<file path="src/nnt_pkg.sv">
// ----------------------------------------------------------------------------
// nnt_pkg
// Shared types and constants for the nearest-neighbour tour builder.
// ----------------------------------------------------------------------------
package nnt_pkg;

  localparam int MAX_CITIES_DEF = 32;
  localparam int DIST_BITS_DEF  = 16;

  localparam int CFG_W  = 6;
  localparam int COST_W = 21;

  localparam logic [CFG_W-1:0]  CFG_RESET = 6'd29;
  localparam logic [COST_W-1:0] COST_MAX  = '1;

  // kind of an input beat, carried on s_tuser
  localparam logic ACT_LOAD  = 1'b0;
  localparam logic ACT_BUILD = 1'b1;

  typedef enum logic [3:0] {
    ST_IDLE,
    ST_ERR,
    ST_EMIT,
    ST_SCAN,
    ST_SCAN_END,
    ST_STEP,
    ST_CLOSE_RD,
    ST_CLOSE_ADD,
    ST_LAST
  } state_t;

  typedef struct packed {
    logic load;
    logic start;
    logic scan_rd;
    logic step;
    logic close_rd;
    logic close_add;
    logic emit_pos;
    logic emit_last;
    logic emit_err;
  } cmd_t;

  typedef struct packed {
    logic bad_start;
    logic scan_last;
    logic at_last;
    logic slot_free;
  } status_t;

endpackage

</file>
<file path="src/nnt_ctrl.sv">
// ----------------------------------------------------------------------------
// nnt_ctrl
// Sequencer for loads and tour builds: scan, step, close and result beats.
// ----------------------------------------------------------------------------
module nnt_ctrl (
  input  logic             clk,
  input  logic             rst,
  input  logic             in_valid,
  input  logic             in_kind,
  output logic             in_ready,
  input  nnt_pkg::status_t sts,
  output nnt_pkg::cmd_t    cmd
);
  import nnt_pkg::*;

  state_t state, state_next;
  logic   accept;

  always_ff @(posedge clk) begin
    if (rst) begin
      state <= ST_IDLE;
    end else begin
      state <= state_next;
    end
  end

  assign in_ready = (state == ST_IDLE);
  assign accept   = in_valid && in_ready;

  always_comb begin
    state_next = state;
    cmd        = '0;
    unique case (state)
      ST_IDLE: begin
        if (accept) begin
          if (in_kind == ACT_LOAD) begin
            cmd.load = 1'b1;
          end else if (sts.bad_start) begin
            state_next = ST_ERR;
          end else begin
            cmd.start  = 1'b1;
            state_next = ST_EMIT;
          end
        end
      end
      ST_ERR: begin
        if (sts.slot_free) begin
          cmd.emit_err = 1'b1;
          state_next   = ST_IDLE;
        end
      end
      ST_EMIT: begin
        // final city waits for the closing leg before its beat goes out
        if (sts.at_last) begin
          state_next = ST_CLOSE_RD;
        end else if (sts.slot_free) begin
          cmd.emit_pos = 1'b1;
          state_next   = ST_SCAN;
        end
      end
      ST_SCAN: begin
        cmd.scan_rd = 1'b1;
        if (sts.scan_last) begin
          state_next = ST_SCAN_END;
        end
      end
      ST_SCAN_END: begin
        state_next = ST_STEP;
      end
      ST_STEP: begin
        cmd.step   = 1'b1;
        state_next = ST_EMIT;
      end
      ST_CLOSE_RD: begin
        cmd.close_rd = 1'b1;
        state_next   = ST_CLOSE_ADD;
      end
      ST_CLOSE_ADD: begin
        cmd.close_add = 1'b1;
        state_next    = ST_LAST;
      end
      ST_LAST: begin
        if (sts.slot_free) begin
          cmd.emit_last = 1'b1;
          state_next    = ST_IDLE;
        end
      end
      default: begin
        state_next = ST_IDLE;
      end
    endcase
  end

  a_emit_free: assert property (@(posedge clk) disable iff (rst)
    (cmd.emit_pos || cmd.emit_last || cmd.emit_err) |-> sts.slot_free)
    else $error("result beat loaded while output register still full");

  a_step_emit: assert property (@(posedge clk) disable iff (rst)
    (state == ST_STEP) |=> (state == ST_EMIT))
    else $error("step not followed by emit");

  a_close_seq: assert property (@(posedge clk) disable iff (rst)
    (state == ST_CLOSE_RD) |=> (state == ST_CLOSE_ADD) ##1 (state == ST_LAST))
    else $error("closing leg sequence broken");

endmodule

</file>
<file path="config.mk">
export PLATFORM = sky130hd
export DESIGN_NAME = nnt_ctrl
export DESIGN_NICKNAME = d
export VERILOG_FILES = /design/src/nnt_pkg.sv /design/src/nnt_ctrl.sv
export SDC_FILE = /design/constraint.sdc
export NUM_CORES = 1
export LEC_CHECK = 0
export ABC_AREA = 1
export CORE_AREA = 5 5 42 44
export CTS_CLUSTER_DIAMETER = 40
export DETAILED_ROUTE_END_ITERATION = 10
export DIE_AREA = 0 0 47 49
export DONT_BUFFER_PORTS = 1
export PLACE_DENSITY = 0.49
export REMOVE_ABC_BUFFERS = 1
export SLEW_MARGIN = 20
export SYNTH_ARGS = -nofsm -noshare
export SYNTH_HDL_FRONTEND = slang
export SYNTH_SLANG_ARGS = --single-unit
</file>
<file path="constraint.sdc">
create_clock -name clk -period 1.7 [get_ports clk]
set_clock_uncertainty 0.2 [all_clocks]
set_input_delay 0.17 -clock clk [delete_from_list [all_inputs] [get_ports clk]]
set_output_delay 0.17 -clock clk [all_outputs]
set_load 0.02 [all_outputs]
</file>
==> out/results.tsv <==
stage	metric	value	unit
setup_path	path_class	flip-flop to output pin	
sta	rsz0062_at_grt	yes	
clock_network	clk_pin_slew	0.04	ns
global_route	grt_pass1_wl	1.455	mm
setup_path	cp.required	1.33	ns
synthesis	synth_area	370.4	um2
hold_path	hold_path.class	input port to flip-flop	
route	routed_via_density	4.560	
sta	drv_slew	0	
clock_network	clkLatencyLatePin	0.23	ns
setup_path	r2r_slack	0.15	ns
sta	hold_viol_final	0	
floorplan	start_util	26.43	%
route	ant_nets	0	
floorplan	die_w	47	um
final_layout	largest-register	state	
power	p_leak	0.2761	nW
final_layout	largestRegisters	state x4	
power	power.density	1435	mW/mm2
global_route	grt_max_degree	9	
sta	fmax	618.0	MHz
hold_path	whs_path_depth	4	
floorplan	core-area	0.001401	mm2
setup_path	critPathTopFamily	flip-flops	
final_layout	fin_area	519.2	um2
synthesis	ys_seq_area_share	21.62	%
placed_design	place_hpwl	803.6	um
synthesis	ys_async_sr_fraction	0	%
route	drt_iter0_drc	12	
clock_network	root_buffer	clkbuf_4	
sta	fin_ws	0.08194	ns
final_layout	fin_nets	94	
setup_path	arrival	1.25	ns
global_route	grt_remaining_overflow	0	
global_route	grt_pass1_vias	381	
status	outcome	finished clean	
final_layout	syn2layout_area_growth	40.20	%
setup_path	crit_path_start_kind	flip-flop	
synthesis	synth_top_area_share	21.62	%
synthesis	netlist_instances	71	
final_layout	largest_reg_flops	4	
sta	setup-violations-final	0	
clock_network	ctsHtreeMaxLevel	1	
floorplan	die_area	0.002303	mm2
setup_path	reg2reg_to	state[0]$_SDFFE_PP0P_	
setup_path	cp_common_cell	inv_1	
global_route	gr-usage-all-layers	8.662	%
setup_path	ff2ff_path_depth	9	
clock_network	cts_tree	yes	
hold_path	hp-start	sts[1]	
route	wl_per_cell	9.650	um
placed_design	gp_congestion	0.8326	
synthesis	syn_avg_cell_area	5.216	um2
synthesis	synthDistinctLibCells	12	
route	drc_errors	0	
final_layout	antenna_cells	0	
synthesis	yosysWarnings	0	
sta	finalCriticalPeriod	1.618	ns
clock_network	clock_path_buffers	2	
sta	period_share	95.18	%
setup_path	r2r-start	state[0]$_SDFFE_PP0P_	
synthesis	synth-edff-count	0	
synthesis	synth_top_area_cell	dfxtp_1	
placed_design	dpl-instance-area	442.9	um2
setup_path	slowest_stage	dfxtp_1	
synthesis	ys_ff_latch	4	
synthesis	synth_ff_type	dfxtp_1	
global_route	antenna_found_initial	0	
synthesis	synth.most_common_cell	nor2_1	
clock_network	clock_sinks	4	
final_layout	layout-drive-gt1-share	28.57	%
setup_path	critPathMaxStageDelay	0.38	ns
setup_path	path_max_fanout	3	
placed_design	preCtsSetupSlack	0.1880	ns
route	drt_wl_total	965	um
hold_path	hold_end	state[2]$_SDFFE_PP0P_	
setup_path	path_cells	inv_1 > nor2_2 > inv_1 > nor3_1 > buf_4	
floorplan	die_h	49	um
route	first_pass_iters	4	
final_layout	fillers	172	
power	vdd_drop_max	0.6383	mV
synthesis	synth.top_cells.by_count	nor2_1 (17), inv_1 (14), nand2_1 (13), nand3_1 (9)	
flow_run	max_cap_violations	0	
floorplan	pin_count	18	
setup_path	worst_setup_path_end_kind	output pin	
sta	worst_pin_slew	0.3834	ns
synthesis	synthTopCellsByArea	dfxtp_1 (22%), nor2_1 (17%), inv_1 (14%)	
sta	slew_headroom	74.35	%
route	vias	456	
floorplan	std_cell_rows	14	
placed_design	portBuffers	0	
clock_network	cts_buffers	3	
sta	tns	0	ns
setup_path	path_buf_inv	3	
[worst max path at each step]
stage / cells past startpoint / endpoint / start
after floorplan: 5 / cmd[8] / state[2]$_SDFFE_PP0P_
after global placement: 4 / cmd[2] / state[1]$_SDFFE_PP0P_
after detailed placement: 4 / cmd[2] / state[1]$_SDFFE_PP0P_
after CTS: 4 / cmd[2] / state[1]$_SDFFE_PP0P_
after global routing: 5 / cmd[5] / state[2]$_SDFFE_PP0P_
final: 5 / cmd[4] / state[2]$_SDFFE_PP0P_
[through the flow]
stage               cells  utilization, %  hold slack, ns  power (mW)
floorplan              71               -         0.03907      0.4748
global placement       94           31.61         0.04060      0.5796
detailed placement     94           31.61         0.04283      0.5768
CTS                    98           34.46         0.05310      0.7094
global route          100           37.05         0.08352      0.8142
finish                100           37.05         0.06547      0.7451
[report_power, final]
part           internal (mW)  switching, mW
clock                 0.0789         0.0384
sequential             0.123         0.0488
combinational          0.175          0.281
[area by class of cell]
class	instances	area [um2]	area share, %
multi-input cells	52	261.5	50.36
inverters	15	56.30	10.84
repair buffers	10	77.57	14.94
well taps	16	20.02	3.855
clock buffers	3	22.52	4.337
flip-flops and latches	4	81.33	15.66
[metal layers]
layer | vias to the layer above | track usage [%] | share of wire [%]
met5 | - | 0 | 0
met4 | 0 | 5.530 | 0
met3 | 0 | 2.214 | 7.8
met2 | 17 | 12.44 | 48
met1 | 194 | 10.99 | 44
li1 | 245 | - | -
[logic make-up after synthesis]
group / after synthesis / synth area share [%]
and+or+nand+nor: 48 / 56.42
DFF: 4 / 21.62
buffers and inverters: 15 / 15.20
AOI/OAI and AO/OA: 4 / 6.753
[timing repair]
| action | CTS | global route |
|---|---|---|
| cloned | 0 | 0 |
| endpoints found under the setup margin | 2 | 7 |
| hold buffers | 1 | 0 |
| buffers inserted | 0 | 2 |
| gates resized for setup | 2 | 7 |
| hold endpoints to repair | 4 | 0 |
| pin swaps | 0 | 2 |
[placed cells by master (no fill, tap or decap), drive strengths merged]
cell         count
o21ai            1
dfxtp            4
nor2            20
o211ai           2
nand2           15
buf              9
nor3             4
inv             15
a21oi            1
dlygate4sd3      1
clkbuf           3
nand3            9
[worst register-to-register path, stage by stage, from the launching register on]
cell and delay, ns:
dfxtp_1 0.44, inv_1 0.13, nor2_1 0.14, nand2_1 0.12, nand2_1 0.10, nand2_2 0.08
inv_2 0.07, nor2_2 0.04, nor2_1 0.08, nor2_1 0.05
Power figures use the tool's default switching activity.
